==> src/rtl/srht_pkg.sv <==
// Package for the segment/rectangle hit test: widths and stage payload types.
// No dependencies.
`timescale 1ns / 1ps

package srht_pkg;

  localparam int COORD_BITS = 16;
  localparam int DIFF_W     = COORD_BITS + 1;
  localparam int PROD_W     = 2 * DIFF_W;
  localparam int SUM_W      = PROD_W + 1;
  localparam int NUM_EDGES  = 4;

  // Coordinate differences, one register stage.
  typedef struct packed {
    logic signed [DIFF_W-1:0] dx;   // end_x - start_x
    logic signed [DIFF_W-1:0] dy;   // end_y - start_y
    logic signed [DIFF_W-1:0] w;    // right - left
    logic signed [DIFF_W-1:0] h;    // bottom - top
    logic signed [DIFF_W-1:0] syt;  // start_y - top
    logic signed [DIFF_W-1:0] syb;  // start_y - bottom
    logic signed [DIFF_W-1:0] sxl;  // start_x - left
    logic signed [DIFF_W-1:0] sxr;  // start_x - right
  } diff_t;

  // The ten distinct products the four axis-aligned edge tests need.
  typedef struct packed {
    logic signed [PROD_W-1:0] w_dy;
    logic signed [PROD_W-1:0] h_dx;
    logic signed [PROD_W-1:0] w_syt;
    logic signed [PROD_W-1:0] w_syb;
    logic signed [PROD_W-1:0] h_sxl;
    logic signed [PROD_W-1:0] h_sxr;
    logic signed [PROD_W-1:0] dx_syt;
    logic signed [PROD_W-1:0] dx_syb;
    logic signed [PROD_W-1:0] dy_sxl;
    logic signed [PROD_W-1:0] dy_sxr;
  } prod_t;

  // Stage advance control shared by all pipeline stages.
  typedef struct packed {
    logic en;     // advance the whole pipe this cycle
    logic valid;  // item present at the stage input
  } stage_ctl_t;

endpackage

==> src/rtl/srht_edge.sv <==
// Stages 3 and 4 of the hit test: per-edge den/na/nb, then range tests and OR.
// Depends on srht_pkg.
`timescale 1ns / 1ps

module srht_edge (
  input  logic                 clk,
  input  logic                 rst_n,
  input  srht_pkg::stage_ctl_t ctl,
  input  srht_pkg::prod_t      prod,
  output logic                 valid,
  output logic                 hit
);
  import srht_pkg::*;

  localparam logic [1:0] EDGE_TOP    = 2'd0;
  localparam logic [1:0] EDGE_RIGHT  = 2'd1;
  localparam logic [1:0] EDGE_BOTTOM = 2'd2;
  localparam logic [1:0] EDGE_LEFT   = 2'd3;

  typedef struct packed {
    logic signed [SUM_W-1:0] den;
    logic signed [SUM_W-1:0] na;
    logic signed [SUM_W-1:0] nb;
  } edge_num_t;

  // n/d within [0, 1], with d known nonzero
  function automatic logic in_unit(input logic signed [SUM_W-1:0] n,
                                   input logic signed [SUM_W-1:0] d);
    logic ok;
    if (d[SUM_W-1]) begin
      ok = (n[SUM_W-1] || (n == '0)) && (n >= d);
    end else begin
      ok = !n[SUM_W-1] && (n <= d);
    end
    return ok;
  endfunction

  logic                        s3_valid_r;
  edge_num_t [NUM_EDGES-1:0]   num_r, num_nxt;
  logic      [NUM_EDGES-1:0]   edge_hit;
  logic                        valid_r;
  logic                        hit_r, hit_nxt;

  // Edges run top, right, bottom, left; each has one zero delta component.
  always_comb begin
    num_nxt[EDGE_TOP].den    = -SUM_W'(prod.w_dy);
    num_nxt[EDGE_TOP].na     =  SUM_W'(prod.w_syt);
    num_nxt[EDGE_TOP].nb     =  SUM_W'(prod.dx_syt) - SUM_W'(prod.dy_sxl);
    num_nxt[EDGE_RIGHT].den  =  SUM_W'(prod.h_dx);
    num_nxt[EDGE_RIGHT].na   = -SUM_W'(prod.h_sxr);
    num_nxt[EDGE_RIGHT].nb   =  SUM_W'(prod.dx_syt) - SUM_W'(prod.dy_sxr);
    num_nxt[EDGE_BOTTOM].den =  SUM_W'(prod.w_dy);
    num_nxt[EDGE_BOTTOM].na  = -SUM_W'(prod.w_syb);
    num_nxt[EDGE_BOTTOM].nb  =  SUM_W'(prod.dx_syb) - SUM_W'(prod.dy_sxr);
    num_nxt[EDGE_LEFT].den   = -SUM_W'(prod.h_dx);
    num_nxt[EDGE_LEFT].na    =  SUM_W'(prod.h_sxl);
    num_nxt[EDGE_LEFT].nb    =  SUM_W'(prod.dx_syb) - SUM_W'(prod.dy_sxl);
  end

  // Drop parallel edges and the case where both numerators are zero.
  always_comb begin
    for (int i = 0; i < NUM_EDGES; i++) begin
      edge_hit[i] = (num_r[i].den != '0)
                    && in_unit(num_r[i].na, num_r[i].den)
                    && in_unit(num_r[i].nb, num_r[i].den)
                    && !((num_r[i].na == '0) && (num_r[i].nb == '0));
    end
    hit_nxt = |edge_hit;
  end

  always_ff @(posedge clk) begin
    if (!rst_n) begin
      s3_valid_r <= 1'b0;
      valid_r    <= 1'b0;
    end else if (ctl.en) begin
      s3_valid_r <= ctl.valid;
      valid_r    <= s3_valid_r;
    end
  end

  always_ff @(posedge clk) begin
    if (ctl.en) begin
      num_r <= num_nxt;
      hit_r <= hit_nxt;
    end
  end

  assign valid = valid_r;
  assign hit   = hit_r;

endmodule

==> config.mk <==
export PLATFORM = sky130hd
export DESIGN_NAME = srht_edge
export DESIGN_NICKNAME = d
export VERILOG_FILES = /design/src/rtl/srht_pkg.sv /design/src/rtl/srht_edge.sv
export SDC_FILE = /design/constraint.sdc
export NUM_CORES = 1
export LEC_CHECK = 0
export ABC_AREA = 1
export BUFFER_PORTS_ARGS = -buffer_cell sky130_fd_sc_hd__clkbuf_2
export CAP_MARGIN = 25
export CORE_MARGIN = 2
export CORE_UTILIZATION = 25
export DETAILED_ROUTE_END_ITERATION = 10
export PLACE_DENSITY_LB_ADDON = 0.1
export SYNTH_ARGS = -nofsm -noshare
export SYNTH_HDL_FRONTEND = slang
export SYNTH_SLANG_ARGS = --single-unit
==> constraint.sdc <==
create_clock -name clk -period 4.1 [get_ports clk]
set_clock_uncertainty 0.2 [all_clocks]
set_input_delay 0.205 -clock clk [delete_from_list [all_inputs] [get_ports clk]]
set_output_delay 0.205 -clock clk [all_outputs]
set_load 0.02 [all_outputs]
Yosys cells after proc, flatten, opt, wreduce, memory -nomap -nowiden. Index checks and enable logic that the tools add are counted.

Register bits: 419. Input port bits: 344. Word-level logic and storage cells: 112.

Add/sub/neg operators: 8. Magnitude comparators: 16. Muxes and demuxes: 8. Reductions and logical operators: 65.

Operators with widths (number): 35-bit zero test (8); 35-bit by 34-bit greater-or-equal comparator with 1-bit output (4); 35-bit by 34-bit less-or-equal comparator with 1-bit output (4); 34-bit negation with 35-bit output (4); 35-bit nonzero test (4); 34-bit by 34-bit subtractor with 35-bit output (4); 34-bit by 35-bit greater-or-equal comparator with 1-bit output (2); 35-bit greater-or-equal comparator (2); 34-bit by 35-bit less-or-equal comparator with 1-bit output (2); 35-bit less-or-equal comparator (2); 1-bit logical AND (32); 1-bit zero test (12); 1-bit logical OR (8); 1-bit two-way mux (8); 4-bit OR reduction (1).

Longest topological paths before layout. Gate-level depths: netlist of the first run.

Depth after elaboration: 8. Gate-level depth with buffers: 21. Depth with buffers taken out: 21.

Worst setup path after synthesis of the first run. No wires, ideal clock.

Path type: input to register. Start point: input port prod[102] (netlist bit). End point: register num_r[24] (netlist bit), data pin. Arrival: 2140 ps. Required time: 3642 ps. Path slack: 1502 ps. Stages on the path: 10. Buffers on the path: 0. Cells stage by stage: inv_1 ha_1 fa_1 o21ai_2 a21oi_1 o21ai_0 a21boi_0 o21ai_0 a21oi_1 xnor2_1.

RTL lines: start, declared (RTL line srht_edge.sv:9) `input srht_pkg::prod_t prod,`; end signal, assigned (RTL line srht_edge.sv:83) `num_r <= num_nxt;`; end, declared (RTL line srht_edge.sv:39) `edge_num_t [NUM_EDGES-1:0] num_r, num_nxt;`.

==> impl_results.md, run 1 <==
- Setup TNS: 0 ps
- Gr usage total: 0.191
- Vias after detailed routing: 27,600
- Distinct cell type count of the synthesized netlist: 48
- Buffers from clock root to sink, at most: 3
- Max H-tree Level: 2
- Die area: 129,000 µm²
- Most area-hungry cell type in the Yosys netlist: sky130_fd_sc_hd__edfxtp_1
- CP Capture Type: register
- Fillers: 13,300
- Number of warnings issued by yosys: 0
- Mean cell area of the mapped netlist: 8.62 µm²
- Logic gate share of total power: 0.263
- Path type of the worst min-delay path: in2reg
- Wire length of the first global-routing pass: 183,000 µm
- Met1 Use GR: 0.300
- Layout cells sized above 1: 0.112
- Remaining global-route overflow: 0
- Via count of the first global-routing pass: 27,300
- Multi-input combinational cell area: 17,100 µm²
- P_int: 9490 µW
- Estimated wirelength of the detail-placed design: 107,000 µm
- Antenna violations before repair: 14
- GR Util met2: 0.270
- Final period utilization: 0.825
- Area share of the leading cell type in the synthesized netlist: 0.396
- Final Util: 0.320
- Pleak: 0.0179 µW
- Run status: finished clean
- Power, Total: 14,200 µW
- Worst Path Max Fanout: 3
- DR pass1 iterations: 5
- Final weighted congestion of routability-driven global placement: 0.964
- Number of hold violations in the final report: 0
- Slew of the pin with the lowest slew margin: 707 ps
- Power dissipated by switching net loads: 4710 µW
- Part of the power in the clock network: 0.333
- Largest net degree at the start of global routing: 87
- Total DRC errors in the routed layout: 0
- Core Region: 125,000 µm²
- Clk Latency, worst-skew pair: 640 ps
- Syn Inst Count: 3,656
- TritonCTS clock tree: built
- Final critical-path required period: 3380 ps
- Quantity of I/O buffers inserted on ports: 345
- Initial core utilization: 0.251
- Dominant cells by area after synthesis: sky130_fd_sc_hd__edfxtp_1, sky130_fd_sc_hd__ha_1, sky130_fd_sc_hd__nand2_1, sky130_fd_sc_hd__inv_1, sky130_fd_sc_hd__nor2_1
- Number of nets with antenna violations after routing: 0
- Number of clock sinks: 417
- Setup repair after global routing missed its margin: no
- Flop and latch count out of synthesis: 417
- MaxCap Viol Count: 0
- Vertical die dimension: 359 µm
- Sequential area share after synthesis: 0.397
- Vias per cell: 4.56
- Detailed-route wire length per cell: 20.8 µm
- Cell at the root of the clock tree: sky130_fd_sc_hd__clkbuf_16
- Total power divided by cell area: 354 nW/µm²
- Gr busiest metal: met1
- Number of nets in the synthesized netlist: 4,424
- Total wire length after detailed routing: 126,000 µm
- Number of pins exceeding their max-slew limit in the final report: 0
- Clock edge transition at the registers on the reported setup and hold paths: 60 ps
- Starting DRC count in detailed routing: 1,986
- Timing-limited maximum frequency: 296 MHz
- Number of buffers created by CTS: 52
- Post-synthesis cell area: 31,500 µm²
- Startpoint-to-endpoint class of the critical path: in2reg
- Headroom to the max-slew limit: 0.524
- Area of all sequential standard cells: 12,500 µm²
- Met3 Use GR: 0.0330
- Switching portion of total power: 0.332
- Signal arrival time at the worst endpoint: 3550 ps
- Net count of the finished layout: 5,130
- Count of standard-cell rows: 130
- Top-level port count: 346
- Layout Area Growth over Synthesis: 27.4%
- Sort of element at the start of the critical path: primary input
- Endpoint required time on the critical path: 4270 ps
- Peak ir drop on the vdd network: 0.000307 V
- Quantity of gates resized following cts: 0
- Sequential power share: 0.404
- Die outline width: 359 µm
- Setup violation total in the final timing report: 0
==> critical path, stage by stage <==
cell                            delay [ps]
sky130_fd_sc_hd__dlygate4sd3_1         530
sky130_fd_sc_hd__clkbuf_2              130
sky130_fd_sc_hd__ha_1                  280
sky130_fd_sc_hd__fa_1                  440
sky130_fd_sc_hd__o21ai_1               360
sky130_fd_sc_hd__a21oi_1               180
sky130_fd_sc_hd__o21ai_1               290
sky130_fd_sc_hd__buf_4                 200
sky130_fd_sc_hd__a21boi_0              240
sky130_fd_sc_hd__o21ai_0               400
sky130_fd_sc_hd__a21oi_1               130
sky130_fd_sc_hd__xnor2_1               160
==> layout by cell type (no fill, tap or decap), types with 84 or more instances in the layout <==
cell type	instances
sky130_fd_sc_hd__xor2_1	166
sky130_fd_sc_hd__nor2_1	445
sky130_fd_sc_hd__nand2_1	724
sky130_fd_sc_hd__dlygate4sd3_1	294
sky130_fd_sc_hd__ha_1	420
sky130_fd_sc_hd__a21oi_1	272
sky130_fd_sc_hd__nand3_1	126
sky130_fd_sc_hd__nor4_1	84
sky130_fd_sc_hd__xnor2_1	88
sky130_fd_sc_hd__inv_1	509
sky130_fd_sc_hd__clkbuf_2	344
sky130_fd_sc_hd__edfxtp_1	415
sky130_fd_sc_hd__o21ai_0	110
==> registers in the layout (all words and copies together), names as in the netlist <==
register	count
num_r	414
hit	1
s3_valid_r	1
valid	1
==> power groups by stage <==
stage | clock, µW | sequential (µW) | combinational [µW]
after detailed placement | 0 | 5820 | 3490
after CTS | 4930 | 5750 | 3750
after global placement | 0 | 5840 | 3500
after global routing | 5080 | 5780 | 4210
after floorplan | 0 | 5560 | 2160
final | 4740 | 5740 | 3730
==> per-stage QoR <==
stage / instances / hold WS, ps / instance area, µm² / worst slack [ps]
3_5_place_dp: 5664 / 184 / 35400 / 732
6_report: 6060 / 23.9 / 40100 / 719
4_1_cts: 6054 / 0.0838 / 40100 / 879
5_1_grt: 6057 / 29.1 / 40100 / 568
2_1_floorplan: 3656 / 104 / 31500 / 1500
3_3_place_gp: 5664 / 183 / 35400 / 727
==> timing repair <==
| item | in CTS | in global routing |
|---|---|---|
| hold endpoints to repair | 351 | 0 |
| hold buffers | 294 | 0 |
| setup buffers | 0 | 0 |
==> metal layers <==
metal  up-vias  wire (µm)
met5         -        106
met4        18       2220
met3       118       6650
met2       691      49500
met1     12900      67800
li1      13900          -
==> cell usage after synthesis, drive strengths merged <==
cell and number:
a21boi 10, a21o 29, a21oi 272, a221oi 8, a31oi 17, a32oi 1, a41oi 1, and2 3
and3 1, and3b 1, dfxtp 2, edfxtp 415, fa 4, ha 420, inv 509, nand2 732
nand3 133, nand3b 4, nand4 52, nor2 461, nor3 63, nor3b 6, nor4 89, nor4b 3
o2111a 7, o2111ai 1, o211ai 2, o21a 15, o21ai 124, o21bai 2, o31ai 3, or2 9
or3b 1, or4 2, xnor2 88, xor2 166
==> area by class of cell <==
type,instances,area share
Antenna cell,6,0.000374
Clock buffer,57,0.0329
Clock inverter,39,0.0102
Inverter,509,0.0476
Multi-Input combinational cell,2730,0.426
Sequential cell,417,0.312
Tap cell,1650,0.0514
Timing Repair Buffer,652,0.120
==> path summary, 6_finish.rpt <==
| path | start | to | slack [ps] | depth (start not counted) |
|---|---|---|---|---|
| min reg2reg | num_r[104] | hit | 720 | 5 |
| max reg2reg | num_r[139] | hit | 1080 | 16 |
| max | prod[0] | num_r[129] | 720 | 12 |
| min | prod[102] | num_r[0] | 20 | 4 |
==> logic make-up after synthesis <==
logic type                 after synthesis  share of synthesized area
and+or+nand+nor                       1560                      0.216
buffers and inverters                  509                     0.0607
AOI/OAI and AO/OA                      492                     0.0866
adders and majority gates              424                      0.169
DFF                                    417                      0.397
xor gates and xnor gates               254                     0.0706
No activity file was read; power rests on OpenSTA's default activity.
==> inputs of run 2 (changes only) <==
==> constraint.sdc (replaced) <==
create_clock -name clk -period 3 [get_ports clk]
set_clock_uncertainty 0.2 [all_clocks]
set_input_delay 0.15 -clock clk [delete_from_list [all_inputs] [get_ports clk]]
set_output_delay 0.15 -clock clk [all_outputs]
set_load 0.02 [all_outputs]
==> run 2 against run 1 <==
Total power is 38% higher. Sequential share of layout area is 1.1 points lower. Critical path depth is 3 higher. First-iteration DRC count is 9.5% lower. Routed wire length is 1.1% higher. Sequential power is 36% higher. Global-route usage is 0.30 points higher. Combinational power is 44% higher. Clock power is 37% higher. Core utilization is 1.2 points higher. Cell area is 3.8% higher. Non-clock buffer count is 151 higher. Largest cell class unchanged.
==> impl_results.md, run 2 (synthesis results as in run 1) <==
- Peak ir drop on the vdd network: 0.000373 V
- Area of all sequential standard cells: 12,500 µm²
- Placed Cells incl. Taps: 5,745
- Largest register by flop count: num_r
- GR Util met2: 0.280
- Gr usage total: 0.194
- Vertical die dimension: 359 µm
- TritonCTS clock tree: built
- Vias per cell: 4.54
- Remaining global-route overflow: 0
- Net count of the finished layout: 5,281
- Number of nets with antenna violations after routing: 0
- Max H-tree Level: 2
- Total DRC errors in the routed layout: 0
- Clock edge transition at the registers on the reported setup and hold paths: 60 ps
- Largest net degree at the start of global routing: 64
- Fillers: 13,300
- Startpoint-to-endpoint class of the critical path: in2reg
- Stage delay of the slowest cell on the critical path: 520 ps
- Number of clock sinks: 417
- CP max stage cell: sky130_fd_sc_hd__dlygate4sd3_1
- Pleak: 0.0187 µW
- Final critical-path required period: 2940 ps
- Path type of the worst min-delay path: in2reg
- Cells along the critical path: dlygate4sd3_1 > clkbuf_2 > inv_1 > ha_1 > fa_1 > o21ai_2 > buf_4 > a21oi_1 > o21ai_1 > buf_4 > a31oi_1 > o21ai_2 > nand2_1 > nand2_1 > xor2_1
- Met3 Use GR: 0.0307
- Multi-input combinational cell area: 17,200 µm²
- Count of standard-cell rows: 130
- Commonest cells after routing, fill and taps aside: sky130_fd_sc_hd__nand2_1, sky130_fd_sc_hd__inv_1, sky130_fd_sc_hd__nor2_1, sky130_fd_sc_hd__ha_1, sky130_fd_sc_hd__edfxtp_1
- Core Region: 125,000 µm²
- Vias after detailed routing: 28,200
- Logic gate share of total power: 0.273
- Cell at the root of the clock tree: sky130_fd_sc_hd__clkbuf_16
- Met1 Use GR: 0.304
- Detailed-route wire length per cell: 20.5 µm
- Via count of the first global-routing pass: 28,100
- Commonest non-fill, non-tap cell in the layout: sky130_fd_sc_hd__nand2_1
- Setup repair after global routing missed its margin: no
- CP top delay family: buffers and inverters
- Layout Cells excl Fill: 6,207
- Signal arrival time at the worst endpoint: 3210 ps
- Slew of the pin with the lowest slew margin: 692 ps
- Starting DRC count in detailed routing: 1,797
- Switching portion of total power: 0.327
- Power, Total: 19,700 µW
- Clk Latency, worst-skew pair: 640 ps
- Max reg flops: 414
- CP Capture Type: register
- Buffers from clock root to sink, at most: 3
- Part of the power in the clock network: 0.330
- MaxCap Viol Count: 0
- Number of buffers created by CTS: 52
- Number of hold violations in the final report: 0
- Die area: 129,000 µm²
- Layout cells sized above 1: 0.136
- Total wire length after detailed routing: 128,000 µm
- Power dissipated by switching net loads: 6430 µW
- Quantity of I/O buffers inserted on ports: 345
- Endpoint required time on the critical path: 3270 ps
- Gr busiest metal: met1
- Setup violation total in the final timing report: 0
- Sort of element at the start of the critical path: primary input
- Sequential power share: 0.397
- Final weighted congestion of routability-driven global placement: 0.933
- Antenna violations before repair: 10
- Headroom to the max-slew limit: 0.538
- Timing-limited maximum frequency: 340 MHz
- Die outline width: 359 µm
- Run status: finished clean
- Worst Path Max Fanout: 2
- Wire length of the first global-routing pass: 186,000 µm
- Final period utilization: 0.981
- Top-level port count: 346
- Layout Area Growth over Synthesis: 32.3%
- Total power divided by cell area: 472 nW/µm²
- P_int: 13,200 µW
- Estimated wirelength of the detail-placed design: 108,000 µm
- Number of buffer and inverter stages on the critical path: 5
- DR pass1 iterations: 5
- Setup TNS: 0 ps
- Initial core utilization: 0.251
- Number of pins exceeding their max-slew limit in the final report: 0
## run 2: per-layer routing
| metal | routed length, µm | up-vias |
|---|---|---|
| met4 | 1930 | 4 |
| met2 | 51300 | 671 |
| met3 | 6380 | 92 |
| met1 | 67900 | 13200 |
| li1 | - | 14200 |
| met5 | 23 | - |
## run 2: per-stage QoR
step | cell area [µm²] | hold WS, ps | utilization | setup slack, ps
after floorplan | 31500 | 48.9 | - | 457
after global placement | 36100 | 128 | 0.288 | -86.4
after detailed placement | 36100 | 129 | 0.288 | -112
after CTS | 41400 | 0.417 | 0.331 | 11.1
after global routing | 41700 | 13.1 | 0.333 | 0.0799
final | 41700 | 17.3 | 0.333 | 55.6
## run 2: what timing repair did
action	in CTS	in global routing
hold buffers	354	2
pin swaps	0	9
setup endpoints to repair	1	33
endpoints found under the hold margin	367	2
gates resized for setup	2	53
setup buffers	0	11
## run 2: final timing paths
check,cells past startpoint,start,to,slack [ps]
setup / recovery,15,prod[68],num_r[240],60
hold / removal,4,prod[107],num_r[5],20
setup reg to reg,18,num_r[286],hit,130
hold reg to reg,2,s3_valid_r,valid,290
## run 2: power by group through the flow
stage | Clock [µW] | Combinational [µW] | Sequential [µW]
final | 6490 | 5380 | 7800
after global routing | 6940 | 6060 | 7870
after CTS | 6720 | 5360 | 7810
after detailed placement | 0 | 4950 | 7910
after global placement | 0 | 4960 | 7940
after floorplan | 0 | 2960 | 7600
## run 2: worst register-to-register path, cell delays in order (launching register included)
cell and delay [ps]:
sky130_fd_sc_hd__edfxtp_1 400, sky130_fd_sc_hd__inv_1 190, sky130_fd_sc_hd__ha_1 280, sky130_fd_sc_hd__nand2_1 120
sky130_fd_sc_hd__nor2_1 60, sky130_fd_sc_hd__and2_1 160, sky130_fd_sc_hd__nand3_1 90, sky130_fd_sc_hd__nand2_1 60
sky130_fd_sc_hd__nor2_1 150, sky130_fd_sc_hd__nand2_1 90, sky130_fd_sc_hd__nand2_1 60, sky130_fd_sc_hd__nand3_1 70
sky130_fd_sc_hd__nand3_1 90, sky130_fd_sc_hd__nand2_1 50, sky130_fd_sc_hd__nand3_1 150, sky130_fd_sc_hd__buf_12 140
sky130_fd_sc_hd__nand2_1 60, sky130_fd_sc_hd__inv_1 140, sky130_fd_sc_hd__nand2_1 80
## run 2: area by class of cell
| cell class | instances | share of cell area |
|---|---|---|
| multi-input cells | 2730 | 0.414 |
| flip-flops and latches | 417 | 0.300 |
| repair buffers | 803 | 0.149 |
| well taps | 1650 | 0.0496 |
| inverters | 509 | 0.0459 |
| clock buffers | 55 | 0.0320 |
| clock inverters | 40 | 0.00994 |
| diodes | 3 | 0.000180 |
==> inputs of run 3 (changes only) <==
--- a/config.mk
+++ b/config.mk
@@ -11,7 +11,6 @@
 export CORE_MARGIN = 2
 export CORE_UTILIZATION = 25
 export DETAILED_ROUTE_END_ITERATION = 10
-export PLACE_DENSITY_LB_ADDON = 0.1
 export SYNTH_ARGS = -nofsm -noshare
 export SYNTH_HDL_FRONTEND = slang
 export SYNTH_SLANG_ARGS = --single-unit
==> constraint.sdc (replaced) <==
create_clock -name clk -period 3.1 [get_ports clk]
set_clock_uncertainty 0.2 [all_clocks]
set_input_delay 0.155 -clock clk [delete_from_list [all_inputs] [get_ports clk]]
set_output_delay 0.155 -clock clk [all_outputs]
set_load 0.02 [all_outputs]
==> run 3 against run 2 <==
Core utilization down 1.3 points. Sequential cell count unchanged. Register-to-register slack better by 130 ps. Setup slack better by 54 ps. Clock-buffer cell count down 11. Final cell count down 2.1%. Cell area down 3.8%. First-iteration DRC count up 14%. Largest power group unchanged.
==> impl_results.md, run 3 (synthesis results as in run 1) <==
- Run status: finished clean
- Clock edge transition at the registers on the reported setup and hold paths: 60 ps
- Via count of the first global-routing pass: 27,800
- Number of clock sinks: 417
- Buffers from clock root to sink, at most: 3
- Core Region: 125,000 µm²
- TritonCTS clock tree: built
- Die area: 129,000 µm²
- MaxCap Viol Count: 0
- Setup violation total in the final timing report: 0
- Post-Route Hold Slack: 32.3 ps
- Headroom to the max-slew limit: 0.618
- Wire length of the first global-routing pass: 174,000 µm
- Switching portion of total power: 0.334
- Starting DRC count in detailed routing: 2,050
- Detailed-route wire length per cell: 19.6 µm
- Slew of the pin with the lowest slew margin: 571 ps
- Total power divided by cell area: 438 nW/µm²
- Number of pins exceeding their max-slew limit in the final report: 0
- Vias per cell: 4.66
- Max reg flops: 414
- Sort of element at the start of the critical path: primary input
- Clk Latency, worst-skew pair: 620 ps
- Layout cells sized above 1: 0.116
- Vertical die dimension: 359 µm
- DR pass1 iterations: 7
- Logic gate share of total power: 0.283
- Largest net degree at the start of global routing: 71
- Largest register by flop count: num_r
- Net count of the finished layout: 5,149
- Worst Path Max Fanout: 5
- Top-level port count: 346
- Part of the power in the clock network: 0.290
- CP Capture Type: register
- Final Util: 0.320
- Number of nets with antenna violations after routing: 0
- Commonest cells after routing, fill and taps aside: sky130_fd_sc_hd__nand2_1, sky130_fd_sc_hd__inv_1, sky130_fd_sc_hd__nor2_1, sky130_fd_sc_hd__ha_1, sky130_fd_sc_hd__edfxtp_1
- Layout Area Growth over Synthesis: 27.2%
- Gr usage total: 0.180
- Sequential power share: 0.427
- Path type of the worst min-delay path: in2reg
- Final period utilization: 0.965
- Antenna violations before repair: 38
- Timing-limited maximum frequency: 334 MHz
- Power, Total: 17,500 µW
- Vias after detailed routing: 28,300
- Cell at the root of the clock tree: sky130_fd_sc_hd__clkbuf_16
- Remaining global-route overflow: 0
- Number of buffers created by CTS: 43
- Initial core utilization: 0.251
- Total DRC errors in the routed layout: 0
- Quantity of I/O buffers inserted on ports: 345
- Number of hold violations in the final report: 0
- Final critical-path required period: 2990 ps
- Final weighted congestion of routability-driven global placement: 0.960
- Endpoint required time on the critical path: 3240 ps
- Estimated wirelength of the detail-placed design: 99,900 µm
- Die outline width: 359 µm
- P_int: 11,700 µW
- Signal arrival time at the worst endpoint: 3130 ps
- Max H-tree Level: 2
- Startpoint-to-endpoint class of the critical path: in2reg
- Count of standard-cell rows: 130
- Commonest non-fill, non-tap cell in the layout: sky130_fd_sc_hd__nand2_1
- Power dissipated by switching net loads: 5860 µW
- Pleak: 0.0179 µW
- Peak ir drop on the vdd network: 0.000467 V
- Total wire length after detailed routing: 119,000 µm
## run 3: cell count changes in the layout (fill, tap and decap cells not counted), sizes merged
| cell | before | now |
|---|---|---|
| clkinvlp | 3 | 1 |
| dlygate4sd3 | 353 | 296 |
| buf | 106 | 40 |
| bufinv | 7 | 2 |
| clkbuf | 397 | 388 |
| dlymetal6s4s | 2 | 0 |
| diode | 3 | 14 |
| inv | 513 | 514 |
## run 3: critical path: stages
cell                            delay (ps)
sky130_fd_sc_hd__dlygate4sd3_1         530
sky130_fd_sc_hd__clkbuf_2              170
sky130_fd_sc_hd__inv_1                  80
sky130_fd_sc_hd__ha_1                  180
sky130_fd_sc_hd__nor3b_4               240
sky130_fd_sc_hd__nand2_2               110
sky130_fd_sc_hd__nor3_4                150
sky130_fd_sc_hd__nand2_1               110
sky130_fd_sc_hd__nor2_4                130
sky130_fd_sc_hd__nand2_2                90
sky130_fd_sc_hd__nor3_4                260
sky130_fd_sc_hd__nand3_2               170
sky130_fd_sc_hd__nor2_4                120
sky130_fd_sc_hd__xnor2_1                70
sky130_fd_sc_hd__dlygate4sd3_1         560
## run 3: power by group through the flow
stage | Combinational [µW] | Sequential (µW) | Clock, µW
2_1_floorplan | 2860 | 7360 | 0
3_3_place_gp | 4500 | 7620 | 0
3_5_place_dp | 4580 | 7610 | 0
4_1_cts | 4920 | 7510 | 5230
5_1_grt | 5570 | 7550 | 5450
6_report | 4960 | 7500 | 5090
## run 3: final timing paths
check | startpoint | endpoint | slack (ps) | cells past startpoint
hold / removal | prod[42] | num_r[323] | 30 | 4
setup reg to reg | num_r[349] | hit | 260 | 16
setup / recovery | prod[205] | num_r[269] | 110 | 15
hold reg to reg | s3_valid_r | valid | 300 | 2
## run 3: repair_timing
action,CTS,global route
setup buffers,0,1
hold buffers,296,0
endpoints found under the hold margin,355,0
setup endpoints to repair,0,15
gates resized for setup,0,20
## run 3: per-layer routing
metal,vias up,track usage,wire [µm]
met2,886,0.283,51700
met4,44,0.0515,3410
li1,14000,-,-
met3,189,0.0351,8820
met5,-,0,250
met1,13300,0.250,55100
## run 3: through the flow
step	setup TNS (ps)	instances	setup WS [ps]	area, µm²
floorplan	0	3656	552	31500
global placement	0	5689	104	35700
detailed placement	0	5689	77.0	35700
CTS	0	6063	128	40000
global route	-34.3	6073	-25.7	40100
finish	0	6078	110	40100
## run 3: area by class of cell
class                   instances  area, µm²
fillers                     13000      85200
multi-input cells            2730      17100
flip-flops and latches        417      12500
repair buffers                680       5070
well taps                    1650       2060
inverters                     509       1910
clock buffers                  44       1080
clock inverters                34        272
diodes                         14       35.0
